`src/hw/rtl/ucpe_pkg.sv`:
```
// Shared types, constants and lookup functions for the URL percent encoder.
package ucpe_pkg;

	localparam logic [7:0] CHAR_PCT   = 8'h25;
	localparam logic [7:0] CHAR_COLON = 8'h3A;
	localparam logic [7:0] CHAR_SPACE = 8'h20;
	localparam logic [7:0] CHAR_PIPE  = 8'h7C;
	localparam logic [7:0] CHAR_DEL   = 8'h7F;

	localparam int unsigned NUM_COMP = 11;
	localparam logic [NUM_COMP-1:0] COMP_ALL = '1;

	typedef enum logic [2:0] {
		REG_COMPONENT_MASK = 3'd0,
		REG_FORCE_PERCENT  = 3'd1,
		REG_ONLY_ASCII     = 3'd2,
		REG_ONLY_NON_ASCII = 3'd3,
		REG_ESCAPE_COLON   = 3'd4,
		REG_ESCAPE_SPACE   = 3'd5,
		REG_DROP_MASK_LOW  = 3'd6,
		REG_DROP_MASK_HIGH = 3'd7
	} ucpe_reg_t;

	typedef enum logic [1:0] {
		BEAT_PCT = 2'd0,
		BEAT_HI  = 2'd1,
		BEAT_LO  = 2'd2
	} ucpe_beat_t;

	typedef struct packed {
		logic [7:0] in_char;
		logic       end_of_string;
	} ucpe_in_t;

	typedef struct packed {
		logic [7:0] out_char;
		logic       last_of_run;
	} ucpe_out_t;

	typedef struct packed {
		logic [NUM_COMP-1:0] component_mask;
		logic                force_percent;
		logic                only_ascii;
		logic                only_non_ascii;
		logic                escape_colon;
		logic                escape_space;
		logic [63:0]         drop_mask_low;
		logic [63:0]         drop_mask_high;
	} ucpe_cfg_t;

	typedef struct packed {
		logic [7:0] chr;
		logic       esc;
	} ucpe_item_t;

	// per-character component set: bit 0 scheme .. bit 10 external handler
	function automatic logic [NUM_COMP-1:0] safe_bits(input logic [6:0] c);
		logic [NUM_COMP-1:0] r;
		case (c) inside
			[7'h00:7'h1F], 7'h20, 7'h22, 7'h25, 7'h3C, 7'h3E, 7'h7F: r = '0;
			7'h23:                                    r = 11'd1536;
			7'h27:                                    r = 11'd1648;
			7'h2E:                                    r = 11'd1977;
			7'h2F:                                    r = 11'd1808;
			7'h3A, 7'h3B, 7'h3D, 7'h40, 7'h5B, 7'h5D: r = 11'd2032;
			7'h3F:                                    r = 11'd1792;
			7'h5C, 7'h5E, 7'h7B, 7'h7D:               r = 11'd896;
			7'h60:                                    r = 11'd384;
			7'h7C:                                    r = 11'd1012;
			default:                                  r = COMP_ALL;
		endcase
		return r;
	endfunction

	function automatic logic [7:0] hex_char(input logic [3:0] n);
		return (n < 4'd10) ? (8'h30 + {4'h0, n}) : (8'h37 + {4'h0, n});
	endfunction

endpackage

```
`src/hw/rtl/ucpe_cfg.sv`:
```
// APB register file holding the encoder mode bits and drop masks.
module ucpe_cfg (
	input  logic                 clk,
	input  logic                 arst_n,
	input  logic                 psel,
	input  logic                 penable,
	input  logic                 pwrite,
	input  logic [5:0]           paddr,
	input  logic [63:0]          pwdata,
	output logic [63:0]          prdata,
	output logic                 pready,
	output ucpe_pkg::ucpe_cfg_t  cfg
);
	import ucpe_pkg::*;

	ucpe_cfg_t cfg_q;
	ucpe_reg_t idx;
	logic      wr;

	assign idx    = ucpe_reg_t'(paddr[5:3]);
	assign wr     = psel & penable & pwrite;
	assign pready = 1'b1;
	assign cfg    = cfg_q;

	always_ff @(posedge clk or negedge arst_n) begin
		if (!arst_n) begin
			cfg_q <= '0;
		end else if (wr) begin
			unique case (idx)
				REG_COMPONENT_MASK: cfg_q.component_mask <= pwdata[NUM_COMP-1:0];
				REG_FORCE_PERCENT:  cfg_q.force_percent  <= pwdata[0];
				REG_ONLY_ASCII:     cfg_q.only_ascii     <= pwdata[0];
				REG_ONLY_NON_ASCII: cfg_q.only_non_ascii <= pwdata[0];
				REG_ESCAPE_COLON:   cfg_q.escape_colon   <= pwdata[0];
				REG_ESCAPE_SPACE:   cfg_q.escape_space   <= pwdata[0];
				REG_DROP_MASK_LOW:  cfg_q.drop_mask_low  <= pwdata;
				REG_DROP_MASK_HIGH: cfg_q.drop_mask_high <= pwdata;
				default: ;
			endcase
		end
	end

	always_comb begin
		unique case (idx)
			REG_COMPONENT_MASK: prdata = {{(64-NUM_COMP){1'b0}}, cfg_q.component_mask};
			REG_FORCE_PERCENT:  prdata = {63'd0, cfg_q.force_percent};
			REG_ONLY_ASCII:     prdata = {63'd0, cfg_q.only_ascii};
			REG_ONLY_NON_ASCII: prdata = {63'd0, cfg_q.only_non_ascii};
			REG_ESCAPE_COLON:   prdata = {63'd0, cfg_q.escape_colon};
			REG_ESCAPE_SPACE:   prdata = {63'd0, cfg_q.escape_space};
			REG_DROP_MASK_LOW:  prdata = cfg_q.drop_mask_low;
			REG_DROP_MASK_HIGH: prdata = cfg_q.drop_mask_high;
			default:            prdata = '0;
		endcase
	end

endmodule

```
`src/hw/rtl/ucpe_in_stage.sv`:
```
// Input register, drop/escape classification and non-ASCII history.
module ucpe_in_stage (
	input  logic                  clk,
	input  logic                  arst_n,
	input  logic                  in_valid,
	output logic                  in_stall,
	input  ucpe_pkg::ucpe_in_t    in_beat,
	input  ucpe_pkg::ucpe_cfg_t   cfg,
	input  logic                  out_free,
	output logic                  emit_valid,
	output ucpe_pkg::ucpe_item_t  emit_item
);
	import ucpe_pkg::*;

	logic       valid_s1;
	ucpe_in_t   beat_s1;
	logic       prev_non_ascii_q;
	logic [7:0] c;
	logic       is_ascii;
	logic       drop;
	logic       pass;
	logic       go;

	assign c        = beat_s1.in_char;
	assign is_ascii = ~c[7];

	always_comb begin
		drop = is_ascii & (c[6] ? cfg.drop_mask_high[c[5:0]] : cfg.drop_mask_low[c[5:0]]);
		pass = (is_ascii && |(safe_bits(c[6:0]) & cfg.component_mask))
			|| (c == CHAR_PCT && !cfg.force_percent)
			|| (!is_ascii && cfg.only_ascii)
			|| (c >= CHAR_SPACE && c < CHAR_DEL && cfg.only_non_ascii);
		if (c == CHAR_COLON && cfg.escape_colon)
			pass = 1'b0;
		if (c == CHAR_SPACE && cfg.escape_space)
			pass = 1'b0;
		if (prev_non_ascii_q && c == CHAR_PIPE && !cfg.only_ascii)
			pass = 1'b0;
	end

	assign go         = valid_s1 & (drop | out_free);
	assign in_stall   = valid_s1 & ~go;
	assign emit_valid = valid_s1 & ~drop;
	assign emit_item  = '{chr: c, esc: ~pass};

	always_ff @(posedge clk or negedge arst_n) begin
		if (!arst_n) begin
			valid_s1         <= 1'b0;
			prev_non_ascii_q <= 1'b0;
		end else begin
			if (!in_stall)
				valid_s1 <= in_valid;
			if (go) begin
				if (!drop)
					prev_non_ascii_q <= c[7] & ~beat_s1.end_of_string;
				else if (beat_s1.end_of_string)
					prev_non_ascii_q <= 1'b0;
			end
		end
	end

	always_ff @(posedge clk) begin
		if (!in_stall && in_valid)
			beat_s1 <= in_beat;
	end

endmodule

```
`src/hw/rtl/ucpe_out_stage.sv`:
```
// Result register that emits one byte or a three-byte escape sequence.
module ucpe_out_stage (
	input  logic                  clk,
	input  logic                  arst_n,
	input  logic                  emit_valid,
	input  ucpe_pkg::ucpe_item_t  emit_item,
	output logic                  out_free,
	output logic                  out_valid,
	input  logic                  out_stall,
	output ucpe_pkg::ucpe_out_t   out_beat
);
	import ucpe_pkg::*;

	logic       valid_q;
	ucpe_item_t item_q;
	ucpe_beat_t beat_q;
	ucpe_beat_t beat_d;
	logic       last;

	assign last      = ~item_q.esc | (beat_q == BEAT_LO);
	assign out_free  = ~valid_q | (last & ~out_stall);
	assign out_valid = valid_q;

	always_comb begin
		out_beat.last_of_run = last;
		if (!item_q.esc) begin
			out_beat.out_char = item_q.chr;
		end else begin
			unique case (beat_q)
				BEAT_PCT: out_beat.out_char = CHAR_PCT;
				BEAT_HI:  out_beat.out_char = hex_char(item_q.chr[7:4]);
				BEAT_LO:  out_beat.out_char = hex_char(item_q.chr[3:0]);
				default:  out_beat.out_char = CHAR_PCT;
			endcase
		end
	end

	always_comb begin
		beat_d = beat_q;
		if (out_free) begin
			beat_d = BEAT_PCT;
		end else if (!out_stall) begin
			unique case (beat_q)
				BEAT_PCT: beat_d = BEAT_HI;
				BEAT_HI:  beat_d = BEAT_LO;
				default:  beat_d = BEAT_PCT;
			endcase
		end
	end

	always_ff @(posedge clk or negedge arst_n) begin
		if (!arst_n) begin
			valid_q <= 1'b0;
			beat_q  <= BEAT_PCT;
		end else begin
			beat_q <= beat_d;
			if (out_free)
				valid_q <= emit_valid;
		end
	end

	always_ff @(posedge clk) begin
		if (out_free && emit_valid)
			item_q <= emit_item;
	end

endmodule

```
`src/hw/rtl/url_component_percent_encoder_top.sv`:
```
// Top level of the URL component percent encoder.
//
//   port group   | direction | beat contents
//   in_*         | in        | raw byte, end of string flag
//   out_*        | out       | output byte, last byte of run flag
//   p*           | in/out    | APB register access, 8 regs at 8-byte stride
//
// Each byte passes through the input register and then the result register.
// A passed byte is emitted as itself, an escaped byte as a three-byte escape sequence, a dropped byte not at all.
// Throughput is bound by the single-byte result port, which holds the input register while it emits an escape.
// Reset clears both stage valids, the non-ASCII history and all configuration registers.
// An output stall holds the result register and backs up into the input register.
module url_component_percent_encoder_top (
	input  logic                 clk,
	input  logic                 arst_n,
	input  logic                 in_valid,
	output logic                 in_stall,
	input  ucpe_pkg::ucpe_in_t   in_beat,
	output logic                 out_valid,
	input  logic                 out_stall,
	output ucpe_pkg::ucpe_out_t  out_beat,
	input  logic                 psel,
	input  logic                 penable,
	input  logic                 pwrite,
	input  logic [5:0]           paddr,
	input  logic [63:0]          pwdata,
	output logic [63:0]          prdata,
	output logic                 pready
);
	import ucpe_pkg::*;

	ucpe_cfg_t  cfg;
	logic       out_free;
	logic       emit_valid;
	ucpe_item_t emit_item;

	ucpe_cfg u_cfg (
		.clk     (clk),
		.arst_n  (arst_n),
		.psel    (psel),
		.penable (penable),
		.pwrite  (pwrite),
		.paddr   (paddr),
		.pwdata  (pwdata),
		.prdata  (prdata),
		.pready  (pready),
		.cfg     (cfg)
	);

	ucpe_in_stage u_in (
		.clk        (clk),
		.arst_n     (arst_n),
		.in_valid   (in_valid),
		.in_stall   (in_stall),
		.in_beat    (in_beat),
		.cfg        (cfg),
		.out_free   (out_free),
		.emit_valid (emit_valid),
		.emit_item  (emit_item)
	);

	ucpe_out_stage u_out (
		.clk        (clk),
		.arst_n     (arst_n),
		.emit_valid (emit_valid),
		.emit_item  (emit_item),
		.out_free   (out_free),
		.out_valid  (out_valid),
		.out_stall  (out_stall),
		.out_beat   (out_beat)
	);

endmodule

```
`config.mk`:
```
export PLATFORM = sky130hd
export DESIGN_NAME = url_component_percent_encoder_top
export DESIGN_NICKNAME = d
export VERILOG_FILES = /design/src/hw/rtl/ucpe_pkg.sv /design/src/hw/rtl/ucpe_cfg.sv /design/src/hw/rtl/ucpe_in_stage.sv /design/src/hw/rtl/ucpe_out_stage.sv /design/src/hw/rtl/url_component_percent_encoder_top.sv
export SDC_FILE = /design/constraint.sdc
export NUM_CORES = 1
export LEC_CHECK = 0
export BUFFER_PORTS_ARGS = -buffer_cell sky130_fd_sc_hd__buf_2
export CORE_MARGIN = 3
export CORE_UTILIZATION = 44
export CTS_CLUSTER_DIAMETER = 30
export DETAILED_ROUTE_END_ITERATION = 8
export GPL_TIMING_DRIVEN = 0
export PLACE_DENSITY = 0.71
export SLEW_MARGIN = 20
export SYNTH_ARGS = -nofsm -noshare
export SYNTH_HDL_FRONTEND = slang
export SYNTH_SLANG_ARGS = --single-unit
export TNS_END_PERCENT = 1
```
`constraint.sdc`:
```
create_clock -name clk -period 3.97 [get_ports clk]
set_clock_uncertainty 0.05 [all_clocks]
set_input_delay 0.397 -clock clk [delete_from_list [all_inputs] [get_ports clk]]
set_output_delay 0.397 -clock clk [all_outputs]
set_load 0.01 [all_outputs]
```
* Word level (Yosys, flattened, before mapping)
Index checks and enable logic that the tools add are counted.
** Storage, ports and cells
- Input port bits :: 86
- Register bits :: 167
** Cells by class
- Reduce and logical (&&, ||, !) cells :: 33
- Magnitude comparators :: 7
- Mux-type cells :: 28
- Add/sub/neg operators :: 4
- Eq/ne operators :: 38
- Bitwise logic cells :: 20
** Operators with widths (count)
- case mux 64 bit (8 select lines) :: 1
- 2-to-1 mux 11 bit :: 10
- == test 7 x 6 -> 1 bit, second input constant :: 13
- == test 7 bit, second input constant :: 10
- adder 6 x 4 -> 7 bit, first input constant :: 4
- == test 8 x 6 -> 1 bit, second input constant :: 3
- 2-to-1 mux 8 bit :: 3
- AND reduction 2 bit :: 9
- case mux 8 bit (2 select lines) :: 1
- binary-select mux 1 bit (select 6 bit) :: 2
- == test 3 bit, second input constant :: 4
- logical AND 1 bit :: 12
- AND 11 bit :: 1
- OR reduction 11 bit :: 1
- AND 1 bit :: 8
- == test 8 x 7 -> 1 bit, second input constant :: 1
- >= comparator 8 x 6 -> 1 bit, second input constant :: 1
- < comparator 4 bit, second input constant :: 2
- < comparator 8 x 7 -> 1 bit, second input constant :: 1
- 2-to-1 mux 1 bit :: 8
- NOT 1 bit :: 8
- >= comparator 7 x 1 -> 1 bit, second input constant :: 1
- <= comparator 7 x 5 -> 1 bit, second input constant :: 1
- < comparator 6 x 7 -> 1 bit, second input constant :: 1
- 15 further kinds :: 24

* Depth between registers and ports, before layout
- Depth after elaboration :: 21
- Depth in mapped cells :: 11

* Hierarchy
Synthesis repeated with hierarchy kept, for this count alone.
** Second synthesis, totals
- Cells, all modules :: 749
- Area total of the unflattened synthesis :: 9138.8 µm²
** By module, submodules not included
- ucpe_cfg :: sequential area each 3603.5 µm², instances 1, cells each 436, area each 6311.1 µm²
- ucpe_in_stage :: sequential area each 320.3 µm², instances 1, cells each 228, area each 2037.0 µm²
- ucpe_out_stage :: sequential area each 345.3 µm², instances 1, cells each 85, area each 790.8 µm²

* Worst setup path before layout
OpenSTA, ideal clock, no wires.
- Kind :: register to register
- From :: register u_in.beat_s1 (netlist bit u_in.c[0])
- To :: register u_out.item_q[0] in the netlist's numbering (enable)
- Cell stages (with the launch flop) :: 10
- Clock period less this slack :: 2.914 ns
- Data required time :: 3.546 ns
- Path slack :: 1.056 ns
- Path buffers :: 2
- Library setup time :: 0.374 ns
- Arrival time :: 2.490 ns
- Path through :: edfxtp_1 buf_6 buf_6 mux4_2 mux4_2 mux2i_1 nor2_1 nor4_4 o21ai_2 nor2_1
** On the way
- Word-level cells in the longest chain between the ends :: 7
** RTL lines
- from (decl) :: RTL line ucpe_in_stage.sv:16 : ucpe_in_t beat_s1;
- from (signal assigned) :: RTL line ucpe_in_stage.sv:64 : beat_s1 <= in_beat;
- binary-select mux 1 bit (select 6 bit) :: RTL line ucpe_in_stage.sv:28 : drop = is_ascii & (c[6] ? cfg.drop_mask_high[c[5:0]] : cfg.drop_mask_low[c[5:0]]);
- 2-to-1 mux 1 bit (not written as such) :: RTL line ucpe_in_stage.sv:28
- 2-to-1 mux 1 bit (*) :: RTL line ucpe_in_stage.sv:28
- AND 1 bit (*) :: RTL line ucpe_in_stage.sv:28
- NOT 1 bit (*) :: RTL line ucpe_in_stage.sv:43 : assign emit_valid = valid_s1 & ~drop;
- AND 1 bit (*) :: RTL line ucpe_in_stage.sv:43
- logical AND 1 bit (*) :: RTL line ucpe_out_stage.sv:63 : if (out_free && emit_valid)
- to (signal assigned) :: RTL line ucpe_out_stage.sv:64 : item_q <= emit_item;
- to (decl) :: RTL line ucpe_out_stage.sv:15 : ucpe_item_t item_q;
Every way passes the cells marked *; elsewhere a longest branch is shown, timed or not. The select of a mux whose other input is x is not followed.
A chain may end at the register's enable or synchronous reset.

* Worst setup path in the final report
- From :: register u_in.beat_s1 (netlist bit u_in.c[1])
- To :: output in_stall
** On the way
- Word-level cells in the longest chain between the ends :: 8
** RTL lines
- binary-select mux 1 bit (select 6 bit) :: RTL line ucpe_in_stage.sv:28
- 2-to-1 mux 1 bit (not written as such) :: RTL line ucpe_in_stage.sv:28
- 2-to-1 mux 1 bit (*) :: RTL line ucpe_in_stage.sv:28
- AND 1 bit (*) :: RTL line ucpe_in_stage.sv:28
- bitwise OR 1 bit (*) :: RTL line ucpe_in_stage.sv:41 : assign go = valid_s1 & (drop | out_free);
- AND 1 bit (*) :: RTL line ucpe_in_stage.sv:41
- NOT 1 bit (*) :: RTL line ucpe_in_stage.sv:42 : assign in_stall = valid_s1 & ~go;
- AND 1 bit (*) :: RTL line ucpe_in_stage.sv:42
- to (decl) :: RTL line url_component_percent_encoder_top.sv:17 : output logic in_stall,
Marked as above.

==> summary.txt <==
Global route
  – Vias in the first global route: 6786
  – First-pass GRT wire length: 38500 µm
  – Sum of overflow across all layers after global routing: 0
  – Pin count of the biggest net entering global routing: 85
  – Combined global-route utilization of all metal layers: 22.8%
  – Antenna violations before repair: 0

Setup path
  – Cell-by-cell listing of the critical path: buf_6 > buf_6 > buf_6 > mux4_2 > a2111oi_0 > nor3_1 > nor4_4 > o21ai_2 > nor2_1 > buf_2
  – Worst R2R Path Depth: 9
  – Critical Setup Path Class: flop to output pin
  – CP most frequent cell: sky130_fd_sc_hd__buf_6
  – Worst Setup Start Kind: flop
  – Endpoint kind of the worst setup timing path: output pin
  – Critical path data arrival time: 3250 ps
  – Highest cell delay on the worst timing path: 440 ps
  – Critical-path cell with the highest stage delay: sky130_fd_sc_hd__a2111oi_0
  – Critical path required time: 3520 ps
  – Start of the worst register-to-register path: u_in.c[1]$_DFFE_PP_
  – Worst Path Max Fanout: 10
  – Critical path launch point: u_in.c[1]$_DFFE_PP_

Floorplanning
  – Height of the chip: 148 µm
  – Die Footprint: 0.0219 mm²
  – Starting utilization of the core area: 45.2%
  – Cell Rows: 51
  – Placeable core region: 0.0197 mm²
  – Die Width: 148 µm
  – Top-Level Pins: 162

Synthesis
  – Count of different cell masters after synthesis: 58
  – Top cells by area in the synthesized netlist: sky130_fd_sc_hd__dfrtp_1 42%, sky130_fd_sc_hd__mux2_2 19%, sky130_fd_sc_hd__mux4_2 7.1%
  – Post-Synthesis Net Count: 794
  – Async set or reset register ratio after synthesis: 89.2%
  – Main synth FF type: sky130_fd_sc_hd__dfrtp_1
  – Share of synthesized area occupied by flip-flops and latches: 48.1%
  – Total of flip-flops plus latches after synthesis: 167
  – Fraction of synthesized cell area taken by the top area cell type: 42.0%
  – Gate count of the mapped netlist: 703
  – Synthesized area per cell: 12.6 µm²
  – Yosys synthesis warning count: 0
  – Post-synthesis cell type with the largest combined area: sky130_fd_sc_hd__dfrtp_1
  – Post-synthesis cell area: 0.00888 mm²
  – EDFF count, synth: 18

Placement
  – Gpl congestion: 0.907
  – Sum of net half-perimeters after detailed placement: 18200 µm
  – Number of port buffers: 156
  – Post-Place Worst Slack: 447 ps

Power
  – Power per unit of standard cell area: 535 mW/mm²
  – Reported leakage power: 0.00486 µW
  – Design Power: 5720 µW
  – Largest voltage drop on the vdd net: 306 µV
  – Sequential share of power: 42.1%
  – Int Power: 3930 µW
  – Reported net switching power: 1790 µW
  – Gate power share: 27.2%
  – Clock network fraction of design power: 30.7%
  – Sw Ratio: 31.2%

Routing
  – Avg WL per Cell: 21.3 µm
  – Final wirelength: 24700 µm
  – Total vias in the final route: 6661
  – Post-detailed-route via-to-cell ratio: 5.75
  – DRT iter0 DRCs: 401
  – Number of design rule violations left after detail routing: 0
  – Iteration count of the initial detailed-routing pass: 5
  – Remaining number of nets flagged by the antenna check after routing: 0

STA
  – Max-slew headroom at the worst pin: 30.6%
  – Final Cycle Share: 93.1%
  – Worst Tran Pin Value: 1030 ps
  – Number of slew-limit violations in the final report: 0
  – Time the worst path needs with I/O delays and setup: 3700 ps
  – Setup TNS: 0 ps
  – Unrepaired setup endpoints after global routing: no
  – Number of endpoints with negative hold slack in the final report: 0
  – Fmax achieved: 0.271 GHz
  – Setup violators final: 0
  – Final Worst Setup Slack: 274 ps
  – Final-layout worst hold slack: 91.1 ps

Outcome
  – Result of the run: finished, final reports clean

CTS
  – Depth of the CTS H-tree: 4
  – Max Root-Sink Buffers: 2
  – TritonCTS clock tree: built
  – Total CTS buffers: 17
  – Clk slew on worst S/H paths: 60 ps
  – Clk sink count: 167
  – Latest clock arrival within the worst-skew pair: 430 ps
  – Post-CTS setup buffer count: 0
  – Root Buffer Master: sky130_fd_sc_hd__clkbuf_16

Layout
  – Multi-input gate area in the final layout: 0.00430 mm²
  – # nets final: 972
  – Diodes inserted: 0
  – Post-Route Utilization: 54.4%
  – Fillers: 1758
  – Layout cells sized above 1: 43.4%
  – Storage cell area: 0.00427 mm²
  – Area growth from synthesis to layout: 20.4%

Hold path
  – HP Start: in_beat[3]
  – Worst hold stages: 1
  – Type of the worst min-delay path: input port to flop

Flow run
  – Number of violations of the max-capacitance limit: 0
[power by group through the flow]
| stage | clock network, µW | registers [µW] | logic, µW |
|---|---|---|---|
| 2_1_floorplan | 0 | 2320 | 1110 |
| 3_3_place_gp | 0 | 2420 | 1520 |
| 3_5_place_dp | 0 | 2430 | 1550 |
| 4_1_cts | 1790 | 2400 | 1560 |
| 5_1_grt | 1860 | 2460 | 1690 |
| 6_report | 1760 | 2410 | 1550 |
[cells in the mapped netlist (all sizes together) (4+ instances only)]
| master | instances |
|---|---|
| a21oi | 10 |
| nand4 | 6 |
| ha | 5 |
| edfxtp | 18 |
| nor3 | 11 |
| clkbuf | 37 |
| o22ai | 5 |
| nand2 | 41 |
| mux4 | 28 |
| buf | 16 |
| mux2 | 147 |
| nand2b | 8 |
| nor2 | 16 |
| a22oi | 7 |
| dfrtp | 149 |
| o21ai | 23 |
| a31oi | 8 |
| a22o | 56 |
| mux2i | 27 |
| o21a | 4 |
| nand3 | 13 |
| nor2b | 5 |
| inv | 16 |
[metal layers]
layer | global-route usage [%] | wire length [µm] | up-vias
li1 | - | - | 3030
met1 | 31.1 | 10500 | 3321
met2 | 36.5 | 11700 | 267
met3 | 6.03 | 1900 | 43
met4 | 6.42 | 563 | 0
met5 | 0 | 0 | -
[registers in the layout, summed over array words and instances, names as in the netlist]
signal                 flops
u_in.prev_non_ascii_q      1
u_in.c                     8
u_out.out_valid            1
u_in.beat_s1               1
u_in.valid_s1              1
u_cfg.cfg                144
u_out.beat_q               2
u_out.item_q               9
[placed cells by master, fill, tap and decap left out, drive strengths merged, types with 4 or more instances in the layout]
cell,n
nand2b,8
buf,174
o22ai,5
nand2,41
inv,20
a22o,56
dfrtp,149
nand3,13
nor2b,5
nand4,6
mux2,147
edfxtp,18
mux4,28
o21ai,23
mux2i,27
o21a,4
nor2,16
clkinv,5
a22oi,7
clkbuf,57
nor3,11
ha,5
a31oi,8
a21oi,10
[cell families after synthesis]
group / Yosys count / share of synthesized area (%)
buf+inv: 69 / 3.65
fa+ha+maj: 5 / 0.704
flops: 167 / 48.1
xor+xnor: 3 / 0.296
simple gates: 120 / 6.92
other cells: 1 / 0.0422
mux: 202 / 28.8
compound gates: 136 / 11.5
[repair_timing]
action / 4_1_cts / 5_1_grt
endpoints found under the hold margin: 65 / 0
hold buffers: 1 / 0
resized for setup: 0 / 0
[cell type report]
cell class                 count  area share (%)
tap                          265            3.10
buffer                        53            2.47
inverter                      16           0.562
timing repair buffer         159            7.82
sequential                   167            39.9
clock inverter                12            1.52
multi-input combinational    467            40.2
clock buffer                  20            4.37
[worst max-delay path, delay by kind of cell (launching register included)]
family / cells / cell delay (ps)
buffers and inverters: 4 / 740
and+or+nand+nor: 3 / 690
DFF: 1 / 430
AOI/OAI and AO/OA: 2 / 580
muxes: 1 / 360
[final timing paths]
| kind | end | slack [ps] |
|---|---|---|
| worst max-delay path | in_stall | 270 |
| min in group asynchronous | u_cfg.cfg[81]$_DFFE_PN0P_ | 450 |
| worst min register to register | u_out.item_q[3]$_DFFE_PP_ | 420 |
| worst min-delay path | u_in.c[2]$_DFFE_PP_ | 90 |
| max in group asynchronous | u_cfg.cfg[104]$_DFFE_PN0P_ | 2640 |
| worst max register to register | u_out.item_q[0]$_DFFE_PP_ | 490 |
[metrics by stage]
| step | std cells | instance area [µm²] |
|---|---|---|
| 5_1_grt | 1159 | 10700 |
| 3_3_place_gp | 1124 | 9990 |
| 3_5_place_dp | 1126 | 10000 |
| 4_1_cts | 1159 | 10700 |
| 6_report | 1159 | 10700 |
| 2_1_floorplan | 703 | 8880 |
No activity file was read; power rests on OpenSTA's default activity.
